==> src/rtl/fau_ram.sv <==
// ----------------------------------------------------------------------------
// fau_ram
// Generic single write port, single read port RAM with registered read data.
// ----------------------------------------------------------------------------
module fau_ram #(
   parameter int WIDTH = 16,
   parameter int DEPTH = 128
) (
   input  logic                     clock,
   input  logic                     we,
   input  logic [$clog2(DEPTH)-1:0] waddr,
   input  logic [WIDTH-1:0]         wdata,
   input  logic [$clog2(DEPTH)-1:0] raddr,
   output logic [WIDTH-1:0]         rdata
);

   logic [WIDTH-1:0] mem_ff [DEPTH];
   logic [WIDTH-1:0] rdata_ff;

   always_ff @(posedge clock) begin
      if (we) begin
         mem_ff[waddr] <= wdata;
      end
      rdata_ff <= mem_ff[raddr];
   end

   assign rdata = rdata_ff;

endmodule

==> config.mk <==
export PLATFORM = sky130hd
export DESIGN_NAME = fau_ram
export DESIGN_NICKNAME = d
export VERILOG_FILES = /design/src/rtl/fau_ram.sv
export SDC_FILE = /design/constraint.sdc
export NUM_CORES = 2
export LEC_CHECK = 0
export BUFFER_PORTS_ARGS = -buffer_cell sky130_fd_sc_hd__buf_2
export CORE_ASPECT_RATIO = 1.1
export CORE_UTILIZATION = 57
export DETAILED_ROUTE_END_ITERATION = 12
export PLACE_DENSITY = 0.76
export SETUP_SLACK_MARGIN = 0.02
export SLEW_MARGIN = 20
export SYNTH_ARGS = -nofsm -noshare
export SYNTH_HDL_FRONTEND = slang
export SYNTH_SLANG_ARGS = --single-unit
==> constraint.sdc <==
create_clock -name clock -period 2.68 [get_ports clock]
set_clock_uncertainty 0.05 [all_clocks]
set_input_delay 0.268 -clock clock [delete_from_list [all_inputs] [get_ports clock]]
set_output_delay 0.268 -clock clock [all_outputs]
set_load 0.1 [all_outputs]
==> impl.org <==
** Critical path
- Worst-path fanout max :: 1
- Cell with the largest stage delay on the worst path :: sky130_fd_sc_hd__mux4_2
- Worst setup EP type :: flip-flop
- Walking the worst path, the cells encountered are mux4_2 > mux4_2 > mux4_2 > mux2_2.
- Highest cell delay on the worst timing path :: 0.63 ns
- The most numerous cell type found on the critical path is sky130_fd_sc_hd__mux4_2.
- At the worst endpoint, the required time is 3.33 ns.
- CP startpoint kind :: flip-flop
- Arrival time of data at the critical path endpoint :: 3.29 ns
- The critical path is of the flip-flop to flip-flop type.

** Synth
- The number of different library cells used by synthesis comes to 17.
- The biggest area contributor in the post-synthesis netlist is sky130_fd_sc_hd__edfxtp_1.
- Gate Count Post-Synth :: 3086
- Mean instance size in the synthesized netlist :: 25.4 µm²
- The number of nets handed over by synthesis was 3118.
- In this run, synthesis inferred 2048 flip-flops with an integrated enable.
- Share of Yosys cell area claimed by the top area cell type :: 78.3%
- Most instantiated flip-flop cell in the synthesis netlist :: sky130_fd_sc_hd__edfxtp_1
- The mapped netlist covers 0.0785 mm².
- For this run, the register share of the synthesized area comes to 78.7%.
- For this run, the number of Yosys warnings is 0.
- In the synthesized netlist the async set-or-reset flop fraction comes to 0%.
- After synthesis the netlist holds a flip-flop and latch count of 2064.
- By area the synthesized netlist is led by sky130_fd_sc_hd__edfxtp_1 (78%), sky130_fd_sc_hd__mux4_2 (19%), sky130_fd_sc_hd__nor2_1 (0.58%).

** Outcome
- The final reports fail on design-rule violations.
- Outcome :: complete, but fails checks

** Route
- Router iterations before antenna repair :: 9
- The routed layout has 37400 vias.
- Once detail routing completed, the nets flagged for antenna violations numbered 0.
- Post-DR wirelength/cell :: 37.5 µm
- Total wire length after detailed routing :: 204000 µm
- For this block, wires on met1 add up to 68600 µm.
- For this block, the initial DRC count from the detailed router was 6029.
- The routed design uses 26500 µm of met3 wire.
- Using the TritonRoute via totals, the vias-per-cell ratio works out to 6.88.
- Summed over all nets, wire length on met2 after detailed routing comes to 99800 µm.
- In the routed design, unresolved DRC markers number 12.
- After detailed routing, no signal wire sits above met5.

** Hold path
- The min-delay analysis places its worst path in the category input port to flip-flop.

** Final layout
- Most common cell after layout, fill and taps aside :: sky130_fd_sc_hd__edfxtp_1
- The net count of the finished layout is 3511.
- Cells with a size suffix above 1 make up 36.3% of the layout.
- Design area :: 0.0904 mm²
- Filler cell count :: 7847
- In the layout the commonest cells are sky130_fd_sc_hd__edfxtp_1 (2048), sky130_fd_sc_hd__mux4_2 (672), sky130_fd_sc_hd__buf_4 (204).
- Compared with the post-synthesis result, the final layout area differs by 15.2%.
- Core occupancy in the finished layout :: 66.3%

** Clock tree
- Once the clock tree was built, the resizer swapped 0 gates to a different size.
- TritonCTS built the clock tree.
- The number of hold buffers added after CTS was 13.
- CTS Root Buffer Type :: sky130_fd_sc_hd__clkbuf_16
- The clock passes through at most 3 buffers.
- Num CTS Buffers :: 187
- For this design, the sink count on the clock tree is 2064.
- Clock-pin slew was measured on the worst setup and hold paths at 0.06 ns.
- CTS built an H-tree with a depth of 4.
- Once the clock tree was built, the setup fixing pass inserted 0 buffers.
- Clock latency on the worst-skew pair, taken at its later pin, is 0.83 ns.

** Placed design
- Summed over all nets, the half-perimeter wirelength after detailed placement is 115000 µm.
- Placed cell areas :: 0.0843 mm²
- The congestion estimate from routability-driven global placement came to 0.834.
- Number of input and output port buffers inserted :: 47

** Timing
- Minimum clock period after layout :: 2.65 ns
- For this run, the top clock speed supported by timing is 378 MHz.
- The tightest hold path in the finished design has a slack of 0.00351 ns.
- The worst pin sits at a relative slew slack of 42.8%.
- The final-report max-slew violation count was 0.
- Summed over all failing endpoints, the final setup total negative slack is 0 ns.
- Final worst-path cycle share :: 98.7%
- Finish-stage setup viols :: 0
- At the pin with the least slew margin, the transition time is 0.859 ns.
- Setup repair after global routing left no endpoint under its margin.
- Count of endpoints failing hold in the final timing report :: 0

** Floorplanning
- Die X-Extent :: 356 µm
- For this configuration, the core starts out at a cell density of 57.5%.
- From bottom edge to top edge, the die measures 391 µm.
- The initialized floorplan defines 142 standard-cell rows.
- Area inside the core boundary :: 0.136 mm²
- Total Die Area :: 0.139 mm²
- I/O pin count :: 48

** Global route
- Global-route wire length before repair :: 288000 µm
- GRT Resource Usage Total :: 30.0%
- Overflow left after global routing :: 0
- Entering global routing, the biggest net connects 129 pins.
- The number of global-route vias before repair is 38600.
- The number of antenna violations at the first check in global routing was 20.

** Pwr
- Share of total power in sequential cells :: 53.9%
- Across the VDD grid, the largest voltage drop is 0.711 mV.
- Internal Dissipation :: 52.2 mW
- Power density of the placed cells :: 734 mW/mm²
- Portion of total power attributed to the clock network :: 40.2%
- After layout, the design draws a total of 66.4 mW.
- Static Leak :: 28.3 nW
- Combinational logic burns 5.9% of the power.
- The analysis attributes to net switching a power of 14.1 mW.
- Net switching fraction of the power :: 21.3%

** Job
- Across the run, the number of max-cap violations was 0.
[power groups by stage]
| stage | combinational (mW) | clock, mW | sequential (mW) |
|---|---|---|---|
| floorplan | 1.78 | 0 | 36.7 |
| global route | 4.04 | 27.9 | 35.8 |
| global placement | 3.69 | 0 | 36.4 |
| CTS | 3.91 | 26.8 | 35.8 |
| detailed placement | 3.82 | 0 | 36.5 |
| finish | 3.94 | 26.6 | 35.8 |
[routing by layer]
layer	global-route usage (%)	vias to the layer above
met5	0	-
met4	12.2	26
met3	8.22	496
met2	47.7	2947
met1	39.9	19700
li1	-	14300
[final timing paths]
path	from	to	slack (ns)	depth (start not counted)
worst max-delay path	mem_ff[108][11]	rdata[11]	0.03	4
worst min-delay path	wdata[9]	mem_ff[124][9]	0.004	1
worst max register to register	mem_ff[108][11]	rdata[11]	0.03	4
worst min register to register	mem_ff[76][4]	rdata[4]	1.11	4
[registers in the layout (all words and copies together), names as in the netlist]
register / flops
mem_ff: 2048
rdata: 16
[critical path: cells and delay by family, from the launching register on]
family,cells,cell delay (ns)
muxes,4,2.06
DFF,1,0.41
[per-stage QoR]
| stage | std cells | setup WS, ns |
|---|---|---|
| after floorplan | 3086 | 0.0342 |
| after global placement | 5077 | -0.671 |
| after detailed placement | 5077 | -0.672 |
| after CTS | 5429 | 0.0484 |
| after global routing | 5431 | 0.0514 |
| final | 5437 | 0.0350 |
[cell usage after synthesis, types with 2 or more instances]
cell type                  count
sky130_fd_sc_hd__mux2_2       16
sky130_fd_sc_hd__nand2b_1      2
sky130_fd_sc_hd__nand4_1       3
sky130_fd_sc_hd__nand2_1      14
sky130_fd_sc_hd__edfxtp_1   2048
sky130_fd_sc_hd__nor2b_1       7
sky130_fd_sc_hd__buf_1        28
sky130_fd_sc_hd__clkbuf_1     82
sky130_fd_sc_hd__nand3_1      12
sky130_fd_sc_hd__dfxtp_1      16
sky130_fd_sc_hd__mux4_2      672
sky130_fd_sc_hd__nor2_1      122
sky130_fd_sc_hd__nor3_1        9
sky130_fd_sc_hd__buf_2        52
[logic make-up (layout without fill, tap and decap cells)]
| logic type | Yosys count | after routing | share of synthesized area, % |
|---|---|---|---|
| buffers and inverters | 164 | 707 | 0.881 |
| multiplexers | 688 | 688 | 19.5 |
| AND/OR/NAND/NOR | 170 | 170 | 0.888 |
| flip-flops | 2064 | 2064 | 78.7 |
| other | 0 | 8 | 0 |
[final cells by class]
cell class                      instances  area, µm²  area share [%]
Sequential cell                      2064      61800            68.4
Multi-Input combinational cell        858      16100            17.8
Clock buffer                          234       5040            5.58
Timing Repair Buffer                  368       4260            4.71
Tap cell                             1800       2250            2.49
Clock inverter                        105        985            1.09
Antenna cell                            8       20.0          0.0221
Note: power is estimated with default switching activity, not from simulation.
