**src/rtl/fau_pkg.sv**
```systemverilog
// ----------------------------------------------------------------------------
// fau_pkg
// Shared types, codes and defaults of the feature accumulator update core.
// ----------------------------------------------------------------------------
package fau_pkg;

   localparam int NEURONS_DEFAULT      = 128;
   localparam int FEATURE_ROWS_DEFAULT = 3072;

   localparam int CMD_WIDTH    = 3;
   localparam int ROW_WIDTH    = 12;
   localparam int ELEM_WIDTH   = 7;
   localparam int WORD_WIDTH   = 16;
   localparam int CLIP_WIDTH   = 15;
   localparam int SHIFT_WIDTH  = 4;
   localparam int OUT_WIDTH    = 8;
   localparam int PROD_WIDTH   = 2 * CLIP_WIDTH;
   localparam int REQ_BITS     = 1 + 1 + ROW_WIDTH + ELEM_WIDTH + WORD_WIDTH;
   localparam int REQ_TDATA_W  = ((REQ_BITS + 7) / 8) * 8;
   localparam int CSR_IDX_W    = 1;
   localparam int CSR_DATA_W   = 16;

   localparam logic [CLIP_WIDTH-1:0]  CLIP_RESET  = CLIP_WIDTH'(255);
   localparam logic [SHIFT_WIDTH-1:0] SHIFT_RESET = SHIFT_WIDTH'(9);

   localparam logic [CSR_IDX_W-1:0] CSR_CLIP_MAX      = 1'b0;
   localparam logic [CSR_IDX_W-1:0] CSR_PRODUCT_SHIFT = 1'b1;

   typedef enum logic [CMD_WIDTH-1:0] {
      CMD_WRITE_WEIGHT = 3'd0,
      CMD_WRITE_BIAS   = 3'd1,
      CMD_SET_BIAS     = 3'd2,
      CMD_ADD_ROW      = 3'd3,
      CMD_SUB_ROW      = 3'd4,
      CMD_ACTIVATE     = 3'd5
   } cmd_type;

   typedef enum logic [1:0] {
      ALU_PASS  = 2'd0,
      ALU_ADD   = 2'd1,
      ALU_SUB   = 2'd2,
      ALU_CLAMP = 2'd3
   } alu_op_type;

   typedef struct packed {
      alu_op_type            op;
      logic [CLIP_WIDTH-1:0] clip;
   } alu_ctl_type;

endpackage

```
**src/rtl/fau_alu.sv**
```systemverilog
// ----------------------------------------------------------------------------
// fau_alu
// Shared word unit: pass, wraparound add and subtract, clamp to [0, clip].
// ----------------------------------------------------------------------------
module fau_alu (
   input  fau_pkg::alu_ctl_type              ctl,
   input  logic [fau_pkg::WORD_WIDTH-1:0]    a,
   input  logic [fau_pkg::WORD_WIDTH-1:0]    b,
   output logic [fau_pkg::WORD_WIDTH-1:0]    result
);

   always_comb begin
      case (ctl.op)
         fau_pkg::ALU_PASS: result = b;
         fau_pkg::ALU_ADD:  result = a + b;
         fau_pkg::ALU_SUB:  result = a - b;
         fau_pkg::ALU_CLAMP: begin
            if (a[fau_pkg::WORD_WIDTH-1]) begin
               result = '0;
            end else if (a[fau_pkg::CLIP_WIDTH-1:0] > ctl.clip) begin
               result = fau_pkg::WORD_WIDTH'(ctl.clip);
            end else begin
               result = a;
            end
         end
         default: result = b;
      endcase
   end

endmodule

```
**config.mk**
```make
export PLATFORM = sky130hd
export DESIGN_NAME = fau_alu
export DESIGN_NICKNAME = d
export VERILOG_FILES = /design/src/rtl/fau_pkg.sv /design/src/rtl/fau_alu.sv
export SDC_FILE = /design/constraint.sdc
export NUM_CORES = 1
export LEC_CHECK = 0
export ABC_AREA = 1
export BUFFER_PORTS_ARGS = -buffer_cell sky130_fd_sc_hd__buf_2
export CAP_MARGIN = 15
export CORE_UTILIZATION = 50
export DETAILED_ROUTE_END_ITERATION = 8
export PLACE_DENSITY = 0.84
export SYNTH_ARGS = -nofsm -noshare
export SYNTH_HDL_FRONTEND = slang
export SYNTH_SLANG_ARGS = --single-unit
export TNS_END_PERCENT = 50
```
**constraint.sdc**
```tcl
create_clock -name vclk -period 2.6
set_input_delay 0.13 -clock vclk [all_inputs]
set_output_delay 0.13 -clock vclk [all_outputs]
set_load 0.1 [all_outputs]
```
==> results.toml, run 1 <==
[timing]
tightest_slew_ps = 717.3
maxSlewViolCount = 0
hold_viol = 0
holdWs_ps = 670.4
period_share_pct = 113.2
rsz0062_at_grt = "yes"
relSlewSlack_pct = 51.92
fmaxAchievable_ghz = 0.3398
finalSetupViolations = 11
worst_slack_ps = -343.0
finalCriticalPeriod_ps = 2943

[power_and_ir_drop]
p_leak_nw = 1.999
irDropWorstVdd_uv = 394.4
cellPowerDensity_nw_per_um2 = 419.2

[global_routing]
grt_overflow = 0
use_met3_pct = 2.333
grtUsageMet2_pct = 63.97
grtUsageTotal_pct = 34.17
grt_pass1_wl_um = 12030
busiest_layer = "met2"
grt_antenna_before_repair = 0
met1_usage_pct = 37.34
grt_max_degree = 21
grt_pass1_vias = 2884

[synthesis]
seq_area_frac_synth_pct = 0
syn_nets = 479
synth_area_per_cell_um2 = 5.550
synth_top_area_cell = "ha_1"
synth_cell_types = 36
ys_warn_count = 0
synth_top_area_share_pct = 19.41
synth_cells = 395
mappedNetlistArea_um2 = 2192
synth_area_leaders = "ha_1, nand2_1, inv_1, nand3_1, a21oi_1"

[die]
start_util_pct = 53.27
die_x_um = 68.22
core_area_um2 = 4115
core.rowCount = 23
die-area_um2 = 4653
design.portCount = 65
dieHeight_um = 68.22

[final_layout]
area_growth_pct = 66.67
drive_above_1_share_pct = 44.25
fillerInstances = 210
nets = 590
clock_buffers = 0
seqCellArea_um2 = 0
final_cells = 554
multi_input_area_um2 = 2327
diodes = 0
seq_cells = 0

[setup_path]
path_cells = "buf_2 -> inv_1 -> ha_4 -> inv_6 -> nand2_1 -> xor2_1 -> inv_1 -> ha_1 -> a21oi_2 -> nand2_1 -> nand2_1 -> nand2_2 -> buf_4 -> nand2_1 -> nand2_1 -> a21oi_1 -> o21ai_2 -> nand3_2 -> buf_12"
slowest_delay_ps = 340
critPathTopFamily = "buffers and inverters"
path_class = "in -> out"
required_ps = 2470
path_max_fanout = 9
path_depth = 19
cp_num_buf_inv = 6
cp-startpoint = "ctl[15]"
slowest_stage = "ha_1"
endpoint_kind = "output pin"
cp-start-kind = "primary input"
cp.arrival_ps = 2810
path_common_cell = "nand2_1"

[routing]
drcViolationCount = 0
firstDrtPassIters = 7
viasPerCell = 6.278
wl_per_cell_um = 20.41
routed_wl_um = 11310
vias = 3478
drtIter0Drc = 376
ant_nets = 0

[run_status]
status = "finished, violations left"
violations = "negative setup slack"

[clock_tree]
ctsHoldBuffers = 0

[placement]
io_buffers = 65
globalplace.congestion = 0.9483
dpl.hpwl_um = 6180
placedCellCount = 547

[min_path]
hold_class = "in -> out"
hold_path_depth = 4
hold_start = "b[14]"

[run]
maxCapViolCount = 0
[layout by cell type (no fill, tap or decap), drive strengths merged]
| cell | instances |
|---|---|
| o211ai | 6 |
| buf | 114 |
| nand2 | 111 |
| a21boi | 1 |
| nand3b | 1 |
| a21o | 1 |
| o21a | 2 |
| or2 | 2 |
| ha | 34 |
| inv | 82 |
| nand4 | 4 |
| nor2 | 27 |
| nor3 | 4 |
| xnor2 | 4 |
| o22ai | 3 |
| and3 | 2 |
| a31oi | 1 |
| fa | 1 |
| xor2 | 12 |
| nand3 | 35 |
| a21oi | 25 |
| o21ai | 26 |
| o21bai | 5 |
| nor4 | 1 |
[what timing repair did]
item                                    in CTS  in global routing
pin swaps                                   19                 38
gates resized for setup                     45                 92
endpoints found under the setup margin       9                 11
setup buffers                                3                  4
[report_power, final]
part | switching, mW | internal (mW) | leakage [nW] | total (mW)
Combinational | 0.973 | 0.559 | 2.00 | 1.53
Sequential | 0 | 0 | 0 | 0
Clock | 0 | 0 | 0 | 0
[layer usage]
metal  wire length [µm]  part of all wire, %
met1               3693                   33
met2               5285                   47
met3               1347                   12
met4                983                  8.7
met5                  0                    0
[through the flow]
step | total power [mW] | setup WS (ps) | instance area (µm²) | setup TNS (ps) | utilization [%]
final | 1.532 | -343.0 | 3654 | -2179 | 88.78
after global routing | 1.604 | -611.8 | 3654 | -4350 | 88.78
after CTS | 1.269 | -164.3 | 3232 | -428.9 | 78.53
after detailed placement | 1.213 | -315.3 | 3067 | -1730 | 74.52
after global placement | 1.194 | -249.7 | 3067 | -1382 | 74.52
after floorplan | 0.7936 | -221.9 | 2236 | -1758 | -
[kinds of logic after synthesis]
kind of cell | synth area share [%]
AND/OR/NAND/NOR | 38.47
buffers and inverters | 16.67
XOR/XNOR | 6.392
adder cells (fa/ha/maj) | 20.32
AO/OA/AOI/OAI | 18.15
[synthesized netlist by cell type, types with 4 or more instances]
library cell and n:
o21ai_0 18, xnor2_1 4, ha_1 34, o21ai_1 8, nand2_2 8, a21oi_1 25
o211ai_1 5, nand3_1 35, nor2_1 25, nand2_1 101, xor2_1 12, inv_1 81
o21bai_1 5
[worst paths after layout]
path,to,slack [ps]
setup / recovery,result[8],-340
hold / removal,result[14],670
[layout make-up]
cell class         instances  area share, %
repair buffers           114          25.68
multi-input cells        308          63.70
well taps                 50          1.712
inverters                 82          8.904
Power figures use the tool's default switching activity.
==> run 2: changes to the inputs <==
- PLACE_DENSITY: 0.84 -> 0.82
- clock period: 2.6 -> 2.82 ns (I/O delays scaled with it)
==> run 2 against run 1 <==
The run still ends with negative setup slack left. Final cell count decreased by 3.6%. Via count fell by 16%. Critical path depth rose by 1. Critical path type unchanged. Highest routed layer unchanged.
==> results.toml, run 2 (synthesis gave the netlist of run 1 again) <==
[timing]
finalCriticalPeriod_ps = 2833
period_share_pct = 100.5
finalSetupViolations = 2
relSlewSlack_pct = 67.34
rsz0062_at_grt = "yes"
holdWs_ps = 678.4
hold_viol = 0
fin_tns_setup_ps = -17.12
maxSlewViolCount = 0
fmaxAchievable_ghz = 0.3530
worst_slack_ps = -12.70
tightest_slew_ps = 489.8

[placement]
globalplace.congestion = 0.9270
postPlaceCellArea_um2 = 2877
io_buffers = 65
pre_cts_ws_ps = -150.7
dpl.hpwl_um = 5889

[routing]
wl_per_cell_um = 14.63
wl_met1_um = 3075
vias = 2920
met3_length_um = 438
ant_nets = 0
wl_met2_um = 4066
top_layer_used = "met4"
drcViolationCount = 0
firstDrtPassIters = 4
viasPerCell = 5.468
drtIter0Drc = 174
routed_wl_um = 7815

[global_routing]
grt_antenna_before_repair = 0
grtUsageTotal_pct = 30.98
grt_overflow = 0
grt_max_degree = 21
grt_pass1_vias = 2534
grt_pass1_wl_um = 10960

[power_and_ir_drop]
irDropWorstVdd_uv = 268.5
seqPwrFrac_pct = 0
p_int_mw = 0.4290
pwr-share-comb_pct = 100.0
cellPowerDensity_nw_per_um2 = 367.3
clkPwrFrac_pct = 0
p_leak_nw = 1.862
swShare_pct = 64.17
power.switching_mw = 0.7682

[run_status]
violations = "negative setup slack"
status = "finished, violations left"

[min_path]
hold_class = "in -> out"

[final_layout]
final_cell_mix = "nand2_1, inv_1, buf_2, ha_1, buf_4"
nets = 570
stdcell_area_um2 = 3259
drive_above_1_share_pct = 36.57
layout_commonest_cell = "nand2_1"
clock_buffers = 0
diodes = 0
seqCellArea_um2 = 0
seq_cells = 0
fillerInstances = 301
area_growth_pct = 48.69

[setup_path]
path_max_fanout = 4
required_ps = 2680
endpoint_kind = "output pin"
path_class = "in -> out"
cp-start-kind = "primary input"
cp.arrival_ps = 2690

[run]
maxCapViolCount = 0

[die]
design.portCount = 65
die-area_um2 = 4653
start_util_pct = 53.27
core.rowCount = 23
core_area_um2 = 4115
dieHeight_um = 68.22
die_x_um = 68.22

[clock_tree]
ctsHoldBuffers = 0
run 2: routing by layer:
layer  vias to the layer above  global-route usage [%]
met5                         -                       0
li1                       1454                       -
met4                         0                   7.292
met1                      1326                   36.99
met2                       120                   59.31
met3                        20                   1.500
run 2: layout make-up:
class,count,area [µm²],share of cell area (%)
Tap cell,50,62.56,1.919
Timing Repair Buffer,94,745.7,22.88
Multi-Input combinational cell,308,2123,65.14
Inverter,82,327.8,10.06
run 2: worst max-delay path, stage by stage:
cell and delay (ps):
buf_8 100, inv_6 50, buf_4 100, nand3_2 90, inv_2 100, nand3_4 110, o21ai_4 180, o21ai_1 100
xor2_1 160, ha_1 380, a21oi_2 190, o21ai_0 140, a21oi_2 180, nand2_2 80, nand2_2 70, nand3_2 80
nand2_2 110, nand2_2 60, nand2_2 80, buf_12 170
run 2: final timing paths:
check	startpoint	to	slack, ps	depth (start not counted)
worst min-delay path	b[15]	result[15]	680	4
worst max-delay path	b[0]	result[14]	-10	20
run 2: timing repair:
action | in CTS | in global routing
setup buffers | 2 | 6
endpoints found under the setup margin | 6 | 9
endpoints found under the hold margin | 0 | 0
resized for setup | 21 | 66
pin swaps | 12 | 32
run 2: power by group through the flow:
stage | Clock (mW) | Combinational [mW] | Sequential, mW
after floorplan | 0 | 0.726 | 0
final | 0 | 1.20 | 0
after CTS | 0 | 1.08 | 0
after global placement | 0 | 1.04 | 0
after detailed placement | 0 | 1.06 | 0
after global routing | 0 | 1.27 | 0
run 2: stage by stage:
| stage | utilization, % | cells | power (mW) |
|---|---|---|---|
| 2_1_floorplan | - | 395 | 0.7264 |
| 3_3_place_gp | 69.90 | 526 | 1.044 |
| 3_5_place_dp | 69.90 | 526 | 1.059 |
| 4_1_cts | 71.75 | 528 | 1.080 |
| 5_1_grt | 79.20 | 534 | 1.274 |
| 6_report | 79.20 | 534 | 1.197 |
==> run 3: changes to the inputs <==
- PLACE_DENSITY: 0.82 -> 0.78
- clock period: 2.82 -> 3.64 ns (I/O delays scaled with it)
==> run 3 against run 2 <==
Setup slack improved by 340 ps. The flow now finishes without violations. Non-clock buffer count fell by 29. Clock-buffer cell count stayed put. Largest cell class unchanged. Via count fell by 9.7%. Critical endpoint is now result[15]. Final cell count decreased by 5.4%. Utilization fell by 18 points.
==> results.toml, run 3 (synthesis gave the netlist of run 1 again) <==
[routing]
firstDrtPassIters = 4
ant_nets = 0
routed_wl_um = 6129
drtIter0Drc = 140
viasPerCell = 5.224
drcViolationCount = 0
vias = 2638
wl_per_cell_um = 12.14

[timing]
hold_viol = 0
worst_slack_ps = 327.8
period_share_pct = 90.99
maxSlewViolCount = 0
finalSetupViolations = 0
finalCriticalPeriod_ps = 3312
fin_tns_setup_ps = 0
rsz0062_at_grt = "no"
relSlewSlack_pct = 49.49
fmaxAchievable_ghz = 0.3019
tightest_slew_ps = 753.5

[final_layout]
area_growth_pct = 15.30
clock_buffers = 0
seq_cells = 0
diodes = 0
layout_commonest_cell = "nand2_1"
nets = 541
multi_input_area_um2 = 1827
drive_above_1_share_pct = 18.68
final_cell_mix = "nand2_1, inv_1, buf_2, nand3_1, ha_1"
fillerInstances = 438
seqCellArea_um2 = 0

[die]
die-area_um2 = 4653
die_x_um = 68.22
start_util_pct = 53.27
core.rowCount = 23
design.portCount = 65
dieHeight_um = 68.22
core_area_um2 = 4115

[min_path]
hold_class = "in -> out"

[placement]
dpl.hpwl_um = 5329
globalplace.congestion = 0.9241
pre_cts_ws_ps = 398.4
io_buffers = 65

[global_routing]
grt_pass1_vias = 2280
grt_max_degree = 21
grtUsageTotal_pct = 26.90
grt_pass1_wl_um = 9625
grt_overflow = 0
grt_antenna_before_repair = 0

[clock_tree]
post_cts_buffers = 0
cts_resized = 0
ctsHoldBuffers = 0

[power_and_ir_drop]
irDropWorstVdd_uv = 195.7
p_leak_nw = 1.585
cellPowerDensity_nw_per_um2 = 272.0

[setup_path]
cp-start-kind = "primary input"
cp.arrival_ps = 3130
required_ps = 3460
path_max_fanout = 5
endpoint_kind = "output pin"
path_class = "in -> out"

[run_status]
status = "completed"

[run]
maxCapViolCount = 0
## run 3: metal layers
layer / track usage, % / share of wire (%) / vias up
li1: - / - / 1391
met1: 34.21 / 46 / 1153
met2: 50.25 / 48 / 86
met3: 0.3333 / 3.7 / 8
met4: 4.948 / 1.8 / 0
met5: 0 / 0 / -
## run 3: final cells by class
type	count	share of cell area, %
Multi-Input combinational cell	308	72.28
Timing Repair Buffer	65	12.87
Tap cell	50	2.475
Inverter	82	12.38
## run 3: critical path: stages
cell and delay, ps:
buf_2 110, inv_1 90, ha_1 180, nand2_1 70, inv_1 70, nand2_1 70
nor3_1 240, nand2_1 150, o21ai_1 170, xor2_1 180, ha_1 300, a21oi_1 190
o21ai_0 150, nand2_1 80, nand2_1 40, a21oi_1 160, inv_1 70, nand2_1 60
nand3_1 60, nand2_1 60, buf_2 420
## run 3: final timing paths
path / slack, ps / to / startpoint / depth (start not counted)
hold / removal: 850 / result[6] / b[6] / 4
setup / recovery: 330 / result[15] / b[0] / 21
## run 3: through the flow
step / hold WS (ps) / area, µm² / std cells / utilization [%] / power, mW
2_1_floorplan: 804.9 / 2192 / 395 / - / 0.5559
3_3_place_gp: 852.2 / 2527 / 505 / 61.42 / 0.6770
3_5_place_dp: 852.4 / 2527 / 505 / 61.42 / 0.6821
4_1_cts: 853.4 / 2527 / 505 / 61.42 / 0.6837
5_1_grt: 862.5 / 2527 / 505 / 61.42 / 0.7486
6_report: 848.4 / 2527 / 505 / 61.42 / 0.6874
## run 3: report_power, final
part           switching (mW)  total (mW)  internal [mW]
logic                   0.508       0.687          0.180
registers                   0           0              0
clock network               0           0              0
total                   0.508       0.687          0.180
